<file path="config.mk">
export PLATFORM = sky130hd
export DESIGN_NAME = fpa_div_cell
export DESIGN_NICKNAME = d
export VERILOG_FILES = /design/src/hdl/fpa_pkg.sv /design/src/hdl/fpa_div_cell.sv
export SDC_FILE = /design/constraint.sdc
export NUM_CORES = 1
export LEC_CHECK = 0
export BUFFER_PORTS_ARGS = -buffer_cell sky130_fd_sc_hd__buf_4
export CORE_ASPECT_RATIO = 1.2
export CORE_MARGIN = 10
export CORE_UTILIZATION = 50
export CTS_CLUSTER_SIZE = 20
export DETAILED_ROUTE_END_ITERATION = 8
export PLACE_DENSITY = 0.84
export SYNTH_ARGS = -nofsm -noshare
export SYNTH_HDL_FRONTEND = slang
export SYNTH_SLANG_ARGS = --single-unit
</file>
<file path="constraint.sdc">
create_clock -name clk -period 7.8 [get_ports clk]
set_input_delay 1.56 -clock clk [delete_from_list [all_inputs] [get_ports clk]]
set_output_delay 1.56 -clock clk [all_outputs]
set_load 0.02 [all_outputs]
</file>
<file path="src/hdl/fpa_pkg.sv">
package fpa_pkg;

  localparam int unsigned DivSteps = 32;

  localparam logic [32:0] QOne      = 33'h1_0000_0000;
  localparam logic [31:0] CoefCube  = 32'h3123_8038;
  localparam logic [31:0] CoefLin   = 32'hF8EE_D205;
  localparam logic [35:0] OfsQuart  = 36'h0_C90F_DAA2;
  localparam logic [35:0] Ofs3Quart = 36'h2_5B2F_8FE6;

  typedef struct packed {
    logic signed [63:0] y_coord;
    logic signed [63:0] x_coord;
  } in_data_t;

  typedef struct packed {
    logic signed [34:0] angle;
    logic               zero_vector;
  } out_data_t;

  typedef struct packed {
    logic zero;
    logic yneg;
    logic nneg;
    logic nzero;
    logic sat;
    logic ofs_sel;
  } side_t;

  typedef struct packed {
    logic [63:0] rem;
    logic [63:0] den;
    logic [31:0] q;
    side_t       side;
  } div_t;

  // Q0.64 product rounded to Q1.32: half up, or half toward zero for negative results.
  function automatic logic [32:0] qrnd(input logic [63:0] p, input logic neg);
    logic [64:0] s;
    s = {1'b0, p} + (neg ? 65'h7FFF_FFFF : 65'h8000_0000);
    return s[64:32];
  endfunction

endpackage

</file>
<file path="src/hdl/fpa_div_cell.sv">
module fpa_div_cell
  import fpa_pkg::*;
(
  input  logic clk,
  input  logic rst_n,
  input  logic adv,
  input  logic vld_in,
  input  div_t d_in,
  output logic vld_out,
  output div_t d_out
);

  logic        vld_r;
  div_t        d_r;
  logic [63:0] sh;
  logic        take;
  div_t        d_nxt;

  always_comb begin
    sh         = {d_in.rem[62:0], 1'b0};
    take       = d_in.rem[63] || (sh >= d_in.den);
    d_nxt      = d_in;
    d_nxt.rem  = take ? (sh - d_in.den) : sh;
    d_nxt.q    = {d_in.q[30:0], take};
  end

  always_ff @(posedge clk) begin
    if (!rst_n) begin
      vld_r <= 1'b0;
    end else if (adv) begin
      vld_r <= vld_in;
    end
  end

  always_ff @(posedge clk) begin
    if (adv) begin
      d_r <= d_nxt;
    end
  end

  assign vld_out = vld_r;
  assign d_out   = d_r;

  // remainder stays below divisor on the true division path
  a_rem_lt_den: assert property (@(posedge clk) disable iff (!rst_n)
    (vld_r && !d_r.side.sat && !d_r.side.nzero && !d_r.side.zero) |-> (d_r.rem < d_r.den))
    else $error("remainder not below divisor");

endmodule

</file>
==> impl_results.md <==
* Status: complete, no violations
* EDFF count, synth at 166
* # DRC at 0
* Resized cells post-CTS at 0
* Worst Skew at 0 ns
* P&R area growth vs syn at 33.0%
* WP data arrival at 5.26 ns
* Most common cell in the synthesized netlist: edfxtp_1
* First-pass GRT wire length at 48.1 mm
* Die ar. at 26000 sq um
* CP Launch Type: primary input
* Starting utilization of the core area at 50.9%
* Max Slew Vio Count at 0
* Fin cells at 1575
* Cell count after synthesis at 982
* Post-synth top area share at 49.9%
* Total GRT Usage at 23.4%
* Sequential share of the synthesized area at 50.2%
* Share of layout cells above drive strength 1 at 29.6%
* Distinct cells, synth at 68
* Highest clock rate at 0.196 GHz
* Maximum vdd drop at 0.145 mV
* Port Buffers at 335
* Worst hold path type: reg2reg
* RSZ-0062 raised after global routing: no
* Mean post-synth cell area at 10.2 sq um
* Crit end category: flop
* Wire per inst at 20.1 um
* Clock Sinks at 167
* CORE AREA at 19600 sq um
* #FFs+latches synth at 167
* Total number of vias at 8836
* Worst Max-Slew Pin Slew at 0.953 ns
* H-Tree Depth at 4
* Overflow after GRT at 0
* Crit path kind: in2reg
* Post-Route Utilization at 67.7%
* Placed cell count at 1542
* Overall Power at 2.81 mW
* Yosys warning count at 0
* Root Driver: clkbuf_16
* Final worst-path cycle share at 65.3%
* Boundary Pins at 337
* CTS max path bufs at 2
* Sum of negative setup slack at 0 ns
* Mapped Area at 9980 sq um
* RePlAce Congestion at 0.915
* Ys flop type: edfxtp_1
* Filler cells at 1532
* HPWL Detailed at 24.9 mm
* Reg clk slew, reported paths at 0.07 ns
* Endpoints failing setup at 0
* Largest cells by area after synthesis: edfxtp_1, ha_1, a21oi_1
* FFs w/ async S/R, synth at 0%
* TritonCTS clock tree: yes
* Height of the die at 175 um
* DRT Wirelength at 31.7 mm
* Fin nets at 1535
* Post-route minimum period at 5.09 ns
* Maxcap violations at 0
* CP max FO at 49
* DIE WIDTH at 149 um
* Largest net degree at the start of global routing at 103
* Vias in the first global route at 8815
* Cell accounting for the most synthesized area: edfxtp_1
* Final Hold Viols at 0
* Rel. slew slack at 36.5%
* P_leak at 5.86 nW
* CTS Buf Count at 17
* DR iter-0 viols at 735
* FF/Latch Area at 5000 sq um
* Clk_lat worst skew at 0.45 ns
* Commonest cells in the netlist: edfxtp_1, a21oi_1, inv_1
* Initial antenna violation count at 1
* Area of the multi-input gates at 4480 sq um
* # rows at 56
* First-pass detailed-route iteration total at 5
* Via/cell ratio at 5.61
* Pwr Density at 211 nW/um^2
* Antenna Violating Nets Remaining at 0
* Syn_nets at 1217
* CTS Hold Bufs at 0
* # Post-CTS Setup Buffers at 0
* WP data required at 7.97 ns
[sequential cells by signal, indices dropped and copies added, names as in the netlist]
register  count
d_out       166
vld_out       1
[logic make-up (layout without fill, tap and decap cells)]
| logic type | Yosys count | count (layout) | share of synthesized area, % |
|---|---|---|---|
| AOI/OAI and AO/OA | 309 | 309 | 19.6 |
| xor gates and xnor gates | 50 | 50 | 4.39 |
| adders and majority gates | 65 | 65 | 8.22 |
| buffers and inverters | 128 | 459 | 4.99 |
| DFF | 167 | 167 | 50.2 |
| muxes | 6 | 6 | 0.614 |
| other | 0 | 1 | 0 |
| and+or+nand+nor | 257 | 257 | 12.0 |
[final timing paths]
path,cells past startpoint,slack (ns),startpoint,end
worst min register to register,2,0.53,vld_out$_SDFFE_PN0P_,vld_out$_SDFFE_PN0P_
worst max register to register,2,7.21,vld_out$_SDFFE_PN0P_,vld_out$_SDFFE_PN0P_
worst max-delay path,12,2.71,d_in[106],d_out[126]$_DFFE_PP_
worst min-delay path,2,0.53,vld_out$_SDFFE_PN0P_,vld_out$_SDFFE_PN0P_
[critical path, cell delays in order]
cell      delay, ns
buf_4          0.12
ha_1           0.38
nand3_1        0.15
o211ai_1       0.41
a221oi_2       0.20
o211ai_1       0.43
a31oi_2        0.27
a21oi_2        0.31
nor2_4         0.07
inv_2          0.59
buf_4          0.56
a21oi_1        0.17
[metrics by stage]
step	setup WS, ns	area (sq um)	hold WS (ns)
final	2.71	13300	0.529
after global routing	2.41	13300	0.554
after CTS	2.77	13300	0.533
after detailed placement	2.33	12700	0.523
after global placement	2.40	12700	0.500
after floorplan	3.49	9980	0.589
[power breakdown]
part / switching [mW] / internal [mW]
Clock: 0.417 / 0.428
Sequential: 0.0272 / 1.11
Combinational: 0.487 / 0.337
[final cells by class]
class	count	area share (%)
multi-input cells	687	33.7
repair buffers	338	19.1
clock inverters	15	1.23
well taps	261	2.46
flip-flops and latches	167	37.7
inverters	89	2.52
diodes	1	0.0189
clock buffers	17	3.20
[layer usage]
metal | global-route usage [%] | wire, um | up-vias
li1 | - | - | 4230
met1 | 24.9 | 11600 | 4151
met2 | 41.4 | 16200 | 391
met3 | 7.88 | 3070 | 64
met4 | 8.76 | 909 | 0
met5 | 0 | 0 | -
[layout by cell type (no fill, tap or decap), types with 4 or more instances in the layout]
cell type,netlist,final
buf_4,1,337
edfxtp_1,166,166
a21oi_1,125,125
inv_1,88,88
nor2_1,81,81
nand2_1,79,79
ha_1,64,64
o21ai_0,54,54
a21o_1,28,28
xnor2_1,27,27
nand4_1,25,25
xor2_1,23,23
o21bai_1,20,20
clkbuf_16,0,17
nor3_1,15,15
o21a_1,12,12
nand3_1,11,11
a211oi_1,10,10
nand2b_1,9,9
o211ai_1,8,8
or3_1,7,7
and2_1,7,7
o21ai_1,7,7
o31ai_1,6,6
nor2b_1,5,5
mux2i_1,5,5
and3_1,4,4
a211o_1,4,4
a31oi_1,4,4
clkinv_8,0,4
Power figures use the tool's default switching activity.
